`src/rtl/core/bbo_pkg.sv`:
```
// Shared constants, codes and types of the bouncing ball overlay.
package bbo_pkg;

  localparam int unsigned COORD_BITS     = 12;
  localparam int unsigned RADIUS_BITS    = 10;
  localparam int unsigned SPEED_BITS     = 8;
  localparam int unsigned COLOR_BITS     = 8;
  localparam int unsigned FUNC_BITS      = 2;
  localparam int unsigned CFG_INDEX_BITS = 2;

  // Item function codes
  localparam logic [FUNC_BITS-1:0] FUNC_PIXEL   = 2'd0;
  localparam logic [FUNC_BITS-1:0] FUNC_TICK    = 2'd1;
  localparam logic [FUNC_BITS-1:0] FUNC_RESTART = 2'd2;
  localparam logic [FUNC_BITS-1:0] FUNC_UNUSED  = 2'd3;

  // Register indexes
  localparam logic [CFG_INDEX_BITS-1:0] REG_IMAGE_HEIGHT = 2'd0;
  localparam logic [CFG_INDEX_BITS-1:0] REG_BALL_RADIUS  = 2'd1;
  localparam logic [CFG_INDEX_BITS-1:0] REG_FALL_SPEED   = 2'd2;
  localparam logic [CFG_INDEX_BITS-1:0] REG_CENTER_X     = 2'd3;

  localparam int unsigned IMAGE_HEIGHT_RESET = 480;
  localparam int unsigned BALL_RADIUS_RESET  = 64;
  localparam int unsigned FALL_SPEED_RESET   = 10;
  localparam int unsigned CENTER_X_RESET     = 320;
  localparam int unsigned BALL_Y_RESET       = IMAGE_HEIGHT_RESET / 2;

  localparam logic [COLOR_BITS-1:0] GREY_HIGH = 8'd80;
  localparam logic [COLOR_BITS-1:0] GREY_FADE = 8'd70;

  // floor(n/3) = (n * DIV3_MUL) >> DIV3_SHIFT, exact for n below 2**15
  localparam int unsigned DIV3_MUL      = 43691;
  localparam int unsigned DIV3_MUL_BITS = 17;
  localparam int unsigned DIV3_SHIFT    = 17;

  typedef struct packed {
    logic [COLOR_BITS-1:0] red;
    logic [COLOR_BITS-1:0] green;
    logic [COLOR_BITS-1:0] blue;
  } rgb_t;

endpackage

```
`src/rtl/core/bbo_if.sv`:
```
// Channel interfaces: pixel input, pixel output and register write.
interface bbo_pix_in_if #(
  parameter int unsigned COORD_BITS = bbo_pkg::COORD_BITS
) ();
  logic                             valid;
  logic                             ready;
  logic [bbo_pkg::FUNC_BITS-1:0]    func;
  logic [COORD_BITS-1:0]            pix_x;
  logic [COORD_BITS-1:0]            pix_y;
  logic [bbo_pkg::COLOR_BITS-1:0]   bg_red;
  logic [bbo_pkg::COLOR_BITS-1:0]   bg_green;
  logic [bbo_pkg::COLOR_BITS-1:0]   bg_blue;

  modport source (output valid, func, pix_x, pix_y, bg_red, bg_green, bg_blue,
                  input ready);
  modport sink   (input valid, func, pix_x, pix_y, bg_red, bg_green, bg_blue,
                  output ready);
endinterface

interface bbo_pix_out_if ();
  logic                             valid;
  logic                             ready;
  logic [bbo_pkg::COLOR_BITS-1:0]   out_red;
  logic [bbo_pkg::COLOR_BITS-1:0]   out_green;
  logic [bbo_pkg::COLOR_BITS-1:0]   out_blue;

  modport source (output valid, out_red, out_green, out_blue, input ready);
  modport sink   (input valid, out_red, out_green, out_blue, output ready);
endinterface

interface bbo_cfg_if #(
  parameter int unsigned DATA_BITS = bbo_pkg::COORD_BITS
) ();
  logic                                 valid;
  logic                                 ready;
  logic [bbo_pkg::CFG_INDEX_BITS-1:0]   index;
  logic [DATA_BITS-1:0]                 data;

  modport source (output valid, index, data, input ready);
  modport sink   (input valid, index, data, output ready);
endinterface

```
`src/rtl/core/bbo_ball.sv`:
```
// Ball position state: frame tick bounce update and restart.
module bbo_ball #(
  parameter int unsigned COORD_BITS  = bbo_pkg::COORD_BITS,
  parameter int unsigned RADIUS_BITS = bbo_pkg::RADIUS_BITS
) (
  input  logic                              clk_i,
  input  logic                              rst_ni,
  input  logic                              tick_i,
  input  logic                              restart_i,
  input  logic [COORD_BITS-1:0]             image_height_i,
  input  logic [RADIUS_BITS-1:0]            ball_radius_i,
  input  logic [bbo_pkg::SPEED_BITS-1:0]    fall_speed_i,
  output logic signed [COORD_BITS+1:0]      ball_y_o
);
  import bbo_pkg::*;

  localparam int unsigned YBits = COORD_BITS + 2;
  localparam int unsigned MaxBits = (COORD_BITS > RADIUS_BITS) ? COORD_BITS : RADIUS_BITS;
  localparam int unsigned Bw = MaxBits + 4;

  logic signed [YBits-1:0] ball_y_q, ball_y_d;
  logic                    falling_q, falling_d;

  logic signed [Bw-1:0] y_w, r_w, h_w, s_w;
  logic signed [Bw-1:0] bottom_w, top_w, base_w, step_w;
  logic                 fall_n;

  assign y_w      = Bw'(ball_y_q);
  assign r_w      = signed'(Bw'(ball_radius_i));
  assign h_w      = signed'(Bw'(image_height_i));
  assign s_w      = signed'(Bw'(fall_speed_i));
  assign bottom_w = y_w + r_w;
  assign top_w    = y_w - r_w;

  always_comb begin
    base_w = y_w;
    fall_n = falling_q;
    if (!(bottom_w < h_w)) begin
      fall_n = 1'b0;
      base_w = h_w - r_w - s_w;
    end else if (top_w[Bw-1] || top_w == '0) begin
      fall_n = 1'b1;
      base_w = r_w + s_w;
    end
    step_w = fall_n ? (base_w + s_w) : (base_w - s_w);
  end

  always_comb begin
    ball_y_d  = ball_y_q;
    falling_d = falling_q;
    if (restart_i) begin
      ball_y_d  = {3'b000, image_height_i[COORD_BITS-1:1]};
      falling_d = 1'b1;
    end else if (tick_i) begin
      // wrap within the position width
      ball_y_d  = step_w[YBits-1:0];
      falling_d = fall_n;
    end
  end

  always_ff @(posedge clk_i or negedge rst_ni) begin
    if (!rst_ni) begin
      ball_y_q  <= YBits'(BALL_Y_RESET);
      falling_q <= 1'b1;
    end else begin
      ball_y_q  <= ball_y_d;
      falling_q <= falling_d;
    end
  end

  assign ball_y_o = ball_y_q;

endmodule

```
`src/rtl/core/bbo_shade.sv`:
```
// Pixel shading pipeline: square and circle tests, highlight grading, select.
module bbo_shade #(
  parameter int unsigned COORD_BITS  = bbo_pkg::COORD_BITS,
  parameter int unsigned RADIUS_BITS = bbo_pkg::RADIUS_BITS
) (
  input  logic                          clk_i,
  input  logic                          rst_ni,
  input  logic                          in_valid_i,
  output logic                          in_ready_o,
  input  logic [COORD_BITS-1:0]         pix_x_i,
  input  logic [COORD_BITS-1:0]         pix_y_i,
  input  bbo_pkg::rgb_t                 bg_i,
  input  logic signed [COORD_BITS+1:0]  ball_y_i,
  input  logic [COORD_BITS-1:0]         center_x_i,
  input  logic [RADIUS_BITS-1:0]        ball_radius_i,
  output logic                          out_valid_o,
  input  logic                          out_ready_i,
  output bbo_pkg::rgb_t                 out_o
);
  import bbo_pkg::*;

  localparam int unsigned YBits   = COORD_BITS + 2;
  localparam int unsigned MaxBits = (COORD_BITS > RADIUS_BITS) ? COORD_BITS : RADIUS_BITS;
  localparam int unsigned W       = MaxBits + 3;
  localparam int unsigned SqW     = 2 * W;
  localparam int unsigned R2W     = 2 * RADIUS_BITS;
  localparam int unsigned R1W     = RADIUS_BITS + 1;
  localparam int unsigned PW      = RADIUS_BITS + 1 + DIV3_MUL_BITS;

  // Radius terms; user changes radius only with pipeline empty, unchecked
  logic [RADIUS_BITS-1:0] hr, hr2, d23_q;
  logic [R1W-1:0]         hr3, two_r;
  logic [PW-1:0]          d23_prod;
  logic [R2W-1:0]         r_sq_q, hr_sq_q, hr2_sq_q;

  assign hr       = ball_radius_i >> 2;
  assign hr3      = R1W'(hr) + {hr, 1'b0};
  assign hr2      = hr3[R1W-1:1];
  assign two_r    = {ball_radius_i, 1'b0};
  assign d23_prod = PW'(two_r) * PW'(DIV3_MUL);

  always_ff @(posedge clk_i) begin
    d23_q    <= d23_prod[DIV3_SHIFT +: RADIUS_BITS];
    r_sq_q   <= R2W'(ball_radius_i) * R2W'(ball_radius_i);
    hr_sq_q  <= R2W'(hr) * R2W'(hr);
    hr2_sq_q <= R2W'(hr2) * R2W'(hr2);
  end

  // Stage valids and ready chain
  logic v1_q, v2_q, v3_q, v4_q, vo_q;
  logic rdy2, rdy3, rdy4, rdy_o;

  assign rdy_o      = !vo_q || out_ready_i;
  assign rdy4       = !v4_q || rdy_o;
  assign rdy3       = !v3_q || rdy4;
  assign rdy2       = !v2_q || rdy3;
  assign in_ready_o = !v1_q || rdy2;

  always_ff @(posedge clk_i or negedge rst_ni) begin
    if (!rst_ni) begin
      v1_q <= 1'b0;
      v2_q <= 1'b0;
      v3_q <= 1'b0;
      v4_q <= 1'b0;
      vo_q <= 1'b0;
    end else begin
      if (in_ready_o) v1_q <= in_valid_i;
      if (rdy2)       v2_q <= v1_q;
      if (rdy3)       v3_q <= v2_q;
      if (rdy4)       v4_q <= v3_q;
      if (rdy_o)      vo_q <= v4_q;
    end
  end

  // Stage 1: capture pixel and ball position
  logic [COORD_BITS-1:0]    px1_q, py1_q;
  logic signed [YBits-1:0]  cy1_q;
  rgb_t                     bg1_q;

  always_ff @(posedge clk_i) begin
    if (in_ready_o && in_valid_i) begin
      px1_q <= pix_x_i;
      py1_q <= pix_y_i;
      cy1_q <= ball_y_i;
      bg1_q <= bg_i;
    end
  end

  // Offsets from the centres and the square test
  logic signed [W-1:0] px_w, py_w, cy_w, cx_w, r_w, nr_w;
  logic signed [W-1:0] dx, dy, ex;
  logic                in_sq;

  assign px_w  = signed'(W'(px1_q));
  assign py_w  = signed'(W'(py1_q));
  assign cy_w  = W'(cy1_q);
  assign cx_w  = signed'(W'(center_x_i));
  assign r_w   = signed'(W'(ball_radius_i));
  assign nr_w  = -r_w;
  assign dx    = px_w - cx_w;
  assign dy    = py_w - cy_w;
  assign ex    = dx - (r_w >>> 1);
  assign in_sq = (dx >= nr_w) && (dx < r_w) && (dy >= nr_w) && (dy < r_w);

  logic signed [W-1:0] dx2_q, dy2_q, ex2_q;
  logic                in_sq2_q;
  rgb_t                bg2_q;

  always_ff @(posedge clk_i) begin
    if (rdy2) begin
      dx2_q    <= dx;
      dy2_q    <= dy;
      ex2_q    <= ex;
      in_sq2_q <= in_sq;
      bg2_q    <= bg1_q;
    end
  end

  // Stage 2: squares of the offsets, vertical offset to the highlight
  logic [SqW-1:0]      dx_sq, dy_sq, ex_sq;
  logic signed [W-1:0] ey;

  assign dx_sq = $unsigned(SqW'(dx2_q) * SqW'(dx2_q));
  assign dy_sq = $unsigned(SqW'(dy2_q) * SqW'(dy2_q));
  assign ex_sq = $unsigned(SqW'(ex2_q) * SqW'(ex2_q));
  assign ey    = dy2_q + signed'(W'(d23_q));

  logic [SqW-1:0]      dx_sq3_q, dy_sq3_q, ex_sq3_q;
  logic signed [W-1:0] ey3_q;
  logic                in_sq3_q;
  rgb_t                bg3_q;

  always_ff @(posedge clk_i) begin
    if (rdy3) begin
      dx_sq3_q <= dx_sq;
      dy_sq3_q <= dy_sq;
      ex_sq3_q <= ex_sq;
      ey3_q    <= ey;
      in_sq3_q <= in_sq2_q;
      bg3_q    <= bg2_q;
    end
  end

  // Stage 3: ball circle test, square of the highlight offset
  logic [SqW-1:0] dc, ey_sq;
  logic           in_ball;

  assign dc      = dx_sq3_q + dy_sq3_q;
  assign in_ball = in_sq3_q && (dc <= SqW'(r_sq_q));
  assign ey_sq   = $unsigned(SqW'(ey3_q) * SqW'(ey3_q));

  logic [SqW-1:0] ex_sq4_q, ey_sq4_q;
  logic           in_ball4_q;
  rgb_t           bg4_q;

  always_ff @(posedge clk_i) begin
    if (rdy4) begin
      ex_sq4_q   <= ex_sq3_q;
      ey_sq4_q   <= ey_sq;
      in_ball4_q <= in_ball;
      bg4_q      <= bg3_q;
    end
  end

  // Stage 4: grade the ball pixel and select against the background
  logic [SqW-1:0]        dh;
  logic [COLOR_BITS-1:0] grey;
  rgb_t                  out_d, out_q;

  assign dh = ex_sq4_q + ey_sq4_q;

  always_comb begin
    priority if (dh <= SqW'(hr_sq_q)) begin
      grey = GREY_HIGH;
    end else if (dh <= SqW'(hr2_sq_q)) begin
      grey = GREY_FADE;
    end else begin
      grey = '0;
    end
    out_d = in_ball4_q ? rgb_t'{red: grey, green: grey, blue: grey} : bg4_q;
  end

  always_ff @(posedge clk_i) begin
    if (rdy_o) out_q <= out_d;
  end

  assign out_valid_o = vo_q;
  assign out_o       = out_q;

endmodule

```
`src/rtl/core/bouncing_ball_overlay.sv`:
```
// Top level of the bouncing ball overlay: registers, ball state, shading pipeline.
//
// Channels: pix_i carries items (func pixel, frame tick or restart) with the
// pixel coordinates and background colour; pix_o returns one colour for each
// pixel item, in order. cfg_i writes the four registers (height, radius,
// speed, centre x) and is always ready; write it only while no pixel is in
// flight.
// Ticks and restarts update the ball state in the cycle they are accepted and
// produce no result; a pixel accepted after them sees the new position.
// Throughput: one item per cycle while pix_o does not stall, set by the
// five-stage shading pipeline (input capture, offsets, squares, circle test,
// grading into the output register).
// Stall: when pix_o.ready is low the pipeline fills its bubbles and then holds;
// pix_i.ready drops only when all five stages are full. Nothing is lost.
// Reset: all stage valids clear, registers take 480/64/10/320, the ball sits
// at line 240 moving down.
module bouncing_ball_overlay #(
  parameter int unsigned COORD_BITS  = bbo_pkg::COORD_BITS,
  parameter int unsigned RADIUS_BITS = bbo_pkg::RADIUS_BITS
) (
  input  logic        clk_i,
  input  logic        rst_ni,
  bbo_pix_in_if.sink  pix_i,
  bbo_pix_out_if.source pix_o,
  bbo_cfg_if.sink     cfg_i
);
  import bbo_pkg::*;

  logic [COORD_BITS-1:0]  image_height_q, center_x_q;
  logic [RADIUS_BITS-1:0] ball_radius_q;
  logic [SPEED_BITS-1:0]  fall_speed_q;

  assign cfg_i.ready = 1'b1;

  always_ff @(posedge clk_i or negedge rst_ni) begin
    if (!rst_ni) begin
      image_height_q <= COORD_BITS'(IMAGE_HEIGHT_RESET);
      ball_radius_q  <= RADIUS_BITS'(BALL_RADIUS_RESET);
      fall_speed_q   <= SPEED_BITS'(FALL_SPEED_RESET);
      center_x_q     <= COORD_BITS'(CENTER_X_RESET);
    end else if (cfg_i.valid) begin
      unique case (cfg_i.index)
        REG_IMAGE_HEIGHT: image_height_q <= cfg_i.data[COORD_BITS-1:0];
        REG_BALL_RADIUS:  ball_radius_q  <= cfg_i.data[RADIUS_BITS-1:0];
        REG_FALL_SPEED:   fall_speed_q   <= cfg_i.data[SPEED_BITS-1:0];
        REG_CENTER_X:     center_x_q     <= cfg_i.data[COORD_BITS-1:0];
      endcase
    end
  end

  logic in_acc, tick, restart, pix_valid, shade_ready;
  logic signed [COORD_BITS+1:0] ball_y;
  rgb_t bg, out_pix;

  assign in_acc      = pix_i.valid && shade_ready;
  assign tick        = in_acc && (pix_i.func == FUNC_TICK);
  assign restart     = in_acc && (pix_i.func == FUNC_RESTART);
  assign pix_valid   = pix_i.valid && (pix_i.func == FUNC_PIXEL);
  assign pix_i.ready = shade_ready;
  assign bg          = '{red: pix_i.bg_red, green: pix_i.bg_green, blue: pix_i.bg_blue};

  bbo_ball #(
    .COORD_BITS (COORD_BITS),
    .RADIUS_BITS(RADIUS_BITS)
  ) u_ball (
    .clk_i         (clk_i),
    .rst_ni        (rst_ni),
    .tick_i        (tick),
    .restart_i     (restart),
    .image_height_i(image_height_q),
    .ball_radius_i (ball_radius_q),
    .fall_speed_i  (fall_speed_q),
    .ball_y_o      (ball_y)
  );

  bbo_shade #(
    .COORD_BITS (COORD_BITS),
    .RADIUS_BITS(RADIUS_BITS)
  ) u_shade (
    .clk_i        (clk_i),
    .rst_ni       (rst_ni),
    .in_valid_i   (pix_valid),
    .in_ready_o   (shade_ready),
    .pix_x_i      (pix_i.pix_x),
    .pix_y_i      (pix_i.pix_y),
    .bg_i         (bg),
    .ball_y_i     (ball_y),
    .center_x_i   (center_x_q),
    .ball_radius_i(ball_radius_q),
    .out_valid_o  (pix_o.valid),
    .out_ready_i  (pix_o.ready),
    .out_o        (out_pix)
  );

  assign pix_o.out_red   = out_pix.red;
  assign pix_o.out_green = out_pix.green;
  assign pix_o.out_blue  = out_pix.blue;

endmodule

```
`src/flat_wrapper.sv`:
```
// flat-port wrapper written by rule: the top's interface ports become plain ports
module bouncing_ball_overlay_flat import bbo_pkg::*;
#(
  parameter int unsigned COORD_BITS  = bbo_pkg::COORD_BITS,
  parameter int unsigned RADIUS_BITS = bbo_pkg::RADIUS_BITS
)
  (clk_i, rst_ni, pix_i_valid, pix_i_func, pix_i_pix_x, pix_i_pix_y, pix_i_bg_red, pix_i_bg_green, pix_i_bg_blue, pix_i_ready, pix_o_valid, pix_o_out_red, pix_o_out_green, pix_o_out_blue, pix_o_ready, cfg_i_valid, cfg_i_index, cfg_i_data, cfg_i_ready);
  bbo_pix_in_if #(.COORD_BITS(COORD_BITS)) pix_i_i ();
  bbo_pix_out_if pix_o_i ();
  bbo_cfg_if cfg_i_i ();
  input  logic clk_i;
  input  logic rst_ni;
  input wire logic [$bits(pix_i_i.valid)-1:0] pix_i_valid;
  input wire logic [$bits(pix_i_i.func)-1:0] pix_i_func;
  input wire logic [$bits(pix_i_i.pix_x)-1:0] pix_i_pix_x;
  input wire logic [$bits(pix_i_i.pix_y)-1:0] pix_i_pix_y;
  input wire logic [$bits(pix_i_i.bg_red)-1:0] pix_i_bg_red;
  input wire logic [$bits(pix_i_i.bg_green)-1:0] pix_i_bg_green;
  input wire logic [$bits(pix_i_i.bg_blue)-1:0] pix_i_bg_blue;
  output wire logic [$bits(pix_i_i.ready)-1:0] pix_i_ready;
  output wire logic [$bits(pix_o_i.valid)-1:0] pix_o_valid;
  output wire logic [$bits(pix_o_i.out_red)-1:0] pix_o_out_red;
  output wire logic [$bits(pix_o_i.out_green)-1:0] pix_o_out_green;
  output wire logic [$bits(pix_o_i.out_blue)-1:0] pix_o_out_blue;
  input wire logic [$bits(pix_o_i.ready)-1:0] pix_o_ready;
  input wire logic [$bits(cfg_i_i.valid)-1:0] cfg_i_valid;
  input wire logic [$bits(cfg_i_i.index)-1:0] cfg_i_index;
  input wire logic [$bits(cfg_i_i.data)-1:0] cfg_i_data;
  output wire logic [$bits(cfg_i_i.ready)-1:0] cfg_i_ready;
  assign pix_i_i.valid = pix_i_valid;
  assign pix_i_i.func = pix_i_func;
  assign pix_i_i.pix_x = pix_i_pix_x;
  assign pix_i_i.pix_y = pix_i_pix_y;
  assign pix_i_i.bg_red = pix_i_bg_red;
  assign pix_i_i.bg_green = pix_i_bg_green;
  assign pix_i_i.bg_blue = pix_i_bg_blue;
  assign pix_i_ready = pix_i_i.ready;
  assign pix_o_valid = pix_o_i.valid;
  assign pix_o_out_red = pix_o_i.out_red;
  assign pix_o_out_green = pix_o_i.out_green;
  assign pix_o_out_blue = pix_o_i.out_blue;
  assign pix_o_i.ready = pix_o_ready;
  assign cfg_i_i.valid = cfg_i_valid;
  assign cfg_i_i.index = cfg_i_index;
  assign cfg_i_i.data = cfg_i_data;
  assign cfg_i_ready = cfg_i_i.ready;
  bouncing_ball_overlay #(.COORD_BITS(COORD_BITS), .RADIUS_BITS(RADIUS_BITS)) u_core (.clk_i(clk_i), .rst_ni(rst_ni), .pix_i(pix_i_i), .pix_o(pix_o_i), .cfg_i(cfg_i_i));
endmodule
```
`config.mk`:
```
export PLATFORM = sky130hd
export DESIGN_NAME = bouncing_ball_overlay_flat
export DESIGN_NICKNAME = d
export VERILOG_FILES = /design/src/rtl/core/bbo_pkg.sv /design/src/rtl/core/bbo_if.sv /design/src/rtl/core/bbo_ball.sv /design/src/rtl/core/bbo_shade.sv /design/src/rtl/core/bouncing_ball_overlay.sv /design/src/flat_wrapper.sv
export SDC_FILE = /design/constraint.sdc
export NUM_CORES = 2
export LEC_CHECK = 0
export BUFFER_PORTS_ARGS = -buffer_cell sky130_fd_sc_hd__buf_4
export CAP_MARGIN = 25
export CORE_MARGIN = 4
export CORE_UTILIZATION = 57
export DETAILED_ROUTE_END_ITERATION = 16
export GPL_ROUTABILITY_DRIVEN = 0
export PLACE_DENSITY = 0.74
export SYNTH_ARGS = -nofsm -noshare
export SYNTH_HDL_FRONTEND = slang
export SYNTH_SLANG_ARGS = --single-unit
```
`constraint.sdc`:
```
create_clock -name clk_i -period 11.5 [get_ports clk_i]
set_clock_uncertainty 0.1 [all_clocks]
set_input_delay 1.15 -clock clk_i [delete_from_list [all_inputs] [get_ports clk_i]]
set_output_delay 1.15 -clock clk_i [all_outputs]
set_load 0.05 [all_outputs]
```
Word level (Yosys, flattened, before mapping)
Index checks and enable logic that the tools add are counted.

Add/subtract/negate cells: 15. Multipliers: 8. Magnitude comparators: 8. Eq/ne operators: 5. Multiplexer cells: 12. Reduce and logical (&&, ||, !) cells: 28.

Operators by type and width (number): 14-bit 2-to-1 mux (5); 30-bit adder (2); 15-bit by 15-bit multiplier with 30-bit output (2); 30-bit by 16-bit less-or-equal comparator with 1-bit output (1); 30-bit by 18-bit less-or-equal comparator with 1-bit output (1); 30-bit by 20-bit less-or-equal comparator with 1-bit output (1); 14-bit by 14-bit multiplier with 28-bit output (1); 10-bit by 16-bit multiplier with 26-bit output, second input constant (1); 13-bit by 13-bit multiplier with 26-bit output (1); 24-bit 2-to-1 mux (1); 10-bit by 10-bit multiplier with 20-bit output (1); 9-bit by 9-bit multiplier with 18-bit output (1); 16-bit logical NOT (1); 16-bit by 13-bit < comparator with 1-bit output (1); 8-bit by 8-bit multiplier with 16-bit output (1); 14-bit by 11-bit adder with 15-bit output (1); 15-bit by 11-bit adder with 15-bit output (1); 13-bit by 15-bit >= comparator with 1-bit output (1); 15-bit >= comparator (1); 15-bit by 11-bit < comparator with 1-bit output (1); 10-bit negator with 15-bit output (1); 13-bit by 14-bit subtractor with 15-bit output (1); 14-bit by 11-bit subtractor with 15-bit output (1); 14-bit by 9-bit adder with 14-bit output (1); other kinds (18) (46).

Bits in registers: 494. Input bits: 69. Output and inout bits: 27. Word-level logic and storage cells: 121.

Longest topological paths before layout
Depth in word-level cells: 10. Gate-level depth with buffers: 31. Depth with buffers taken out: 29.

Modules after synthesis
Synthesis repeated with hierarchy kept, for this count alone.

Cells, all modules: 6163. Area, all modules: 61520.3 µm².

Modules (own cells, without submodules): bbo_shade (instances 1, cells an instance 5477, area an instance 55520.7 µm², seq. area each 12006.5 µm²); bbo_ball (instances 1, cells an instance 589, area an instance 4349.2 µm², seq. area each 381.6 µm²); bouncing_ball_overlay (instances 1, cells an instance 97, area an instance 1650.3 µm², seq. area each 1062.3 µm²).

Least setup slack after synthesis
OpenSTA, ideal clock, no wires.

Path kind: input-to-reg. Start point: input pix_o_ready. End point: register u_core.u_shade.bg1_q[0] in the netlist's numbering (enable). Library setup time: 559 ps. Data arrival time: 7776 ps. Data required time: 10841 ps. Setup slack: 3065 ps. Cell stages on the path: 6. Path buffers: 0. Cell sequence: nor2b_1 -> nand4_1 -> inv_1 -> nand2_1 -> nand2_1 -> nor3_1.

Cells in the longest elaborated chain, start to end: 6.

RTL lines: start: declaration (line flat_wrapper.sv:25) `input wire logic [$bits(pix_o_i.ready)-1:0] pix_o_ready;`; 1-bit logical OR (line bbo_shade.sv:53) `assign rdy_o = !vo_q || out_ready_i;`; 1-bit logical OR (line bbo_shade.sv:54) `assign rdy4 = !v4_q || rdy_o;`; 1-bit logical OR (line bbo_shade.sv:55) `assign rdy3 = !v3_q || rdy4;`; 1-bit logical OR (line bbo_shade.sv:56) `assign rdy2 = !v2_q || rdy3;`; named net u_core.u_shade.rdy2 (line bbo_shade.sv:51) `logic rdy2, rdy3, rdy4, rdy_o;`; 1-bit logical OR (line bbo_shade.sv:57) `assign in_ready_o = !v1_q || rdy2;`; named net pix_i_ready (line flat_wrapper.sv:20) `output wire logic [$bits(pix_i_i.ready)-1:0] pix_i_ready;`; 1-bit logical AND (line bbo_shade.sv:81) `if (in_ready_o && in_valid_i) begin`; end signal: assignment (line bbo_shade.sv:85) `bg1_q <= bg_i;`; end: declaration (line bbo_shade.sv:78) `rgb_t bg1_q;`.

The timed path passes the listed nets, and every way through them passes these cells. A chain may end at the register's enable or synchronous reset.

Worst setup path in the final report
Start point: register u_core.ball_radius_q[1]. End point: register u_core.u_ball.ball_y_q[13], in the netlist u_core.u_ball.ball_y_o[13].

Cells in the longest elaborated chain, start to end: 9. Elaborated cells between the ends (all ways): 17. Classes of those cells: add/sub (7); order compare (1); mux (7); reduce/logical (2).

RTL lines: start: declaration (line bouncing_ball_overlay.sv:30) `logic [RADIUS_BITS-1:0] ball_radius_q;`; start signal: assignment (line bouncing_ball_overlay.sv:38) `ball_radius_q <= RADIUS_BITS'(BALL_RADIUS_RESET);`; start signal: assignment (line bouncing_ball_overlay.sv:44) `REG_BALL_RADIUS: ball_radius_q <= cfg_i.data[RADIUS_BITS-1:0];`; branches (longest 6 deep; another with 16-bit by 13-bit < comparator with 1-bit output); 14-bit 2-to-1 mux * (line bbo_ball.sv:45) `step_w = fall_n ? (base_w + s_w) : (base_w - s_w);`; 14-bit 2-to-1 mux * (line bbo_ball.sv:54) `end else if (tick_i) begin`; 14-bit 2-to-1 mux * (line bbo_ball.sv:51) `if (restart_i) begin`; end signal: assignment (line bbo_ball.sv:63) `ball_y_q <= YBits'(BALL_Y_RESET);`; end signal: assignment (line bbo_ball.sv:66) `ball_y_q <= ball_y_d;`; end: declaration (line bbo_ball.sv:21) `logic signed [YBits-1:0] ball_y_q, ball_y_d;`.

Mark *: on every way between the ends. The select of a mux whose other input is x is not followed.

==> flow_summary.json <==
{
  "rsz0062_at_grt": "no",
  "grt_pass1_vias": 45200,
  "cap_viol_max_count": 0,
  "placement.cell_area_sq_mm": 0.0634,
  "mappedNetlistNets": 7761,
  "ff2ff_setup_slack_ns": 3.15,
  "crit_arrival_ns": 8.81,
  "ys_types": 112,
  "timing.final.crit_share_pct": 72.6,
  "yosysTopAreaCellShare_pct": 28.3,
  "clock-root-buffer": "clkbuf_16",
  "area_added_between_synthesis_and_finish_pct": 6.79,
  "global_route_wire_length_before_repair_mm": 236,
  "floorplan.die_area_sq_mm": 0.113,
  "run_status": "completed",
  "setup_total_negative_slack_ns": 0,
  "num_vias": 42400,
  "end_kind": "flop",
  "nNetsFinal": 7825,
  "cts_made_buffers": 56,
  "cts_tree": "built",
  "critical_path.max_fanout": 18,
  "regToRegEndpoint": "u_core.u_ball.ball_y_o[13]",
  "layout.core_utilization_pct": 61.7,
  "synth_cells": 6076,
  "fp.dieH_microns": 336,
  "global_route.overflow_total": 0,
  "post-synth-top-count-cell": "inv_1",
  "number_of_filler_instances_in_the_final_layout": 8529,
  "pin_count": 96,
  "worst_ep_required_time_ns": 11.96,
  "fin_area_sq_mm": 0.0653,
  "synth-main-ff-cell": "edfxtp_1",
  "synth.top_cells.by_area": "fa_1 28%, edfxtp_1 17%, ha_1 15%",
  "drt-vias-per-instance": 5.59,
  "fin_worst_hold_slack_ns": 0.310,
  "drt-pass1-iter-count": 6,
  "critPathKind": "reg -> reg",
  "detail_route.iter0.violations": 2618,
  "setup.worst_path.end": "u_core.u_ball.ball_y_o[13]",
  "min_path_cells": 0,
  "postSynth.asyncResetShare_pct": 13.0,
  "worst_r2r_startpoint": "u_core.ball_radius_q[1]",
  "detail_route.drc_violations": 0,
  "use_met2_pct": 43.9,
  "num_antenna_cells": 0,
  "r2r_cells": 28,
  "synth_common_cells": "1350 x inv_1, 865 x fa_1, 751 x ha_1",
  "globalRouteMet3Util_pct": 3.56,
  "starting_utilization_of_the_core_area_pct": 57.8,
  "cts.hold.buffers_added": 0,
  "latest_clock_arrival_within_the_worst_skew_pair_ns": 0.67,
  "global_route.peak_usage_layer": "met2",
  "finalWorstPathRequiredPeriod_ns": 8.35,
  "synth.yosys.warnings": 0,
  "core_area_sq_mm": 0.106,
  "slowest_delay_ns": 0.75,
  "numPortBuffers": 94,
  "core_rows": 119,
  "hp-class": "reg -> reg",
  "ys_seq_area_share_pct": 22.0,
  "number_of_antenna_violations_at_the_first_check_in_global_routing": 3,
  "synth_top_area_cell": "fa_1",
  "finalHoldViolations": 0,
  "synth_area_sq_mm": 0.0612,
  "synth.ff_latch_count": 478,
  "post_detailed_route_count_of_antenna_violating_nets": 0,
  "synth_edf_count": 355,
  "postRouteWirelength_mm": 144,
  "crit_start": "u_core.ball_radius_q[1]",
  "crit_path_frequent_cell": "a21oi_1",
  "worst_path_max_delay_cell": "clkinv_1",
  "drv_slew": 0,
  "place.detailed.hpwl_mm": 116,
  "numClockSinks": 478,
  "grt_usage_pct": 26.4,
  "cts_resized": 0,
  "grt_max_degree": 78,
  "clock_transition_at_the_registers_of_the_reported_paths_ns": 0.06,
  "htreeDepth": 2,
  "clock_tree.buffer_depth": 3,
  "grt.met1_usage_pct": 34.2,
  "slew_headroom_pct": 18.2,
  "worst_setup_path_start_kind": "flop",
  "chipWidth_microns": 336,
  "syn-mean-instance-area_sq_um": 10.1,
  "setup-violations-final": 0,
  "fraction_of_layout_cells_with_a_size_suffix_above_1_pct": 5.32,
  "avgRoutedWirePerCell_microns": 19.0,
  "cts_setup_buffers": 0,
  "tightestPinTransition_ns": 1.22,
  "maxClockFrequency_ghz": 0.120
}
==> cells by family after synthesis <==
| kind of cell | count (synthesis) | share of synthesized area [%] |
|---|---|---|
| flops | 478 | 22.0 |
| other cells | 1 | 0.00613 |
| simple gates | 1254 | 10.0 |
| mux | 47 | 0.847 |
| xor+xnor | 323 | 4.64 |
| compound gates | 887 | 9.73 |
| fa+ha+maj | 1616 | 43.7 |
| buf+inv | 1470 | 9.09 |
==> registers in the layout, indices dropped and copies added, names as in the netlist, 14 cells and up <==
name / flops
u_core.u_shade.dy_sq3_q: 29
u_core.u_shade.ex2_q: 14
u_core.u_shade.ex_sq4_q: 27
u_core.u_shade.dx_sq3_q: 25
u_core.u_ball.ball_y_o: 14
u_core.u_shade.ey3_q: 15
u_core.u_shade.hr_sq_q: 15
u_core.u_shade.ex_sq3_q: 27
u_core.u_shade.bg1_q: 24
u_core.u_shade.out_o: 24
u_core.u_shade.r_sq_q: 19
u_core.u_shade.dy2_q: 15
u_core.u_shade.bg2_q: 24
u_core.u_shade.cy1_q: 14
u_core.u_shade.bg3_q: 24
u_core.u_shade.ey_sq4_q: 29
u_core.u_shade.bg4_q: 24
u_core.u_shade.hr2_sq_q: 17
==> worst min path at each step <==
stage,start,to,slack [ns]
3_5_place_dp,u_core.u_shade.bg1_q[21],u_core.u_shade.bg2_q[21],0.30
5_1_grt,u_core.u_shade.bg1_q[12],u_core.u_shade.bg2_q[12],0.30
6_report,u_core.u_shade.bg1_q[12],u_core.u_shade.bg2_q[12],0.31
2_1_floorplan,u_core.u_shade.bg1_q[0],u_core.u_shade.bg2_q[0],0.30
3_3_place_gp,u_core.u_shade.bg2_q[4],u_core.u_shade.bg3_q[4],0.30
4_1_cts,u_core.u_shade.bg1_q[12],u_core.u_shade.bg2_q[12],0.30
==> metal layers <==
layer | share of wire [%] | routed length, microns
met1 | 41 | 59400
met5 | 0.016 | 23
met2 | 47 | 67300
met3 | 6.2 | 8960
met4 | 5.9 | 8560
==> cell usage in the layout (no fill, tap or decap), types with 166 or more instances in the layout <==
cell type / netlist / final
and2_1: 173 / 173
nor2_1: 276 / 276
ha_1: 751 / 751
xnor2_1: 237 / 237
nand2_1: 399 / 398
o21ai_0: 166 / 166
a21oi_1: 233 / 233
inv_1: 1350 / 1350
fa_1: 865 / 865
edfxtp_1: 355 / 355
==> stage by stage <==
stage	setup WS [ns]	cells
finish	3.15	7579
global route	2.36	7579
CTS	3.33	7579
detailed placement	3.39	7473
global placement	3.61	7472
floorplan	3.06	6076
==> final cells by class <==
cell class / count / area (sq um) / share of cell area, %
clock buffers: 74 / 1530 / 2.34
clock inverters: 32 / 404 / 0.619
flip-flops and latches: 478 / 13500 / 20.6
repair buffers: 119 / 913 / 1.40
multi-input cells: 4128 / 42200 / 64.6
well taps: 1391 / 1740 / 2.66
inverters: 1357 / 5090 / 7.80
==> worst max-delay path, delay by kind of cell, from the launching register on <==
family	cells	cell delay, ns
flip-flops	1	0.74
adder cells (fa/ha/maj)	3	1.08
XOR/XNOR	1	0.11
multiplexers	1	0.45
AO/OA/AOI/OAI	19	4.78
buffers and inverters	2	0.79
AND/OR/NAND/NOR	2	0.20
Power is left out: the tool's default activity adds up to more than one toggle a clock period on the data nets, which glitch-free logic cannot reach.
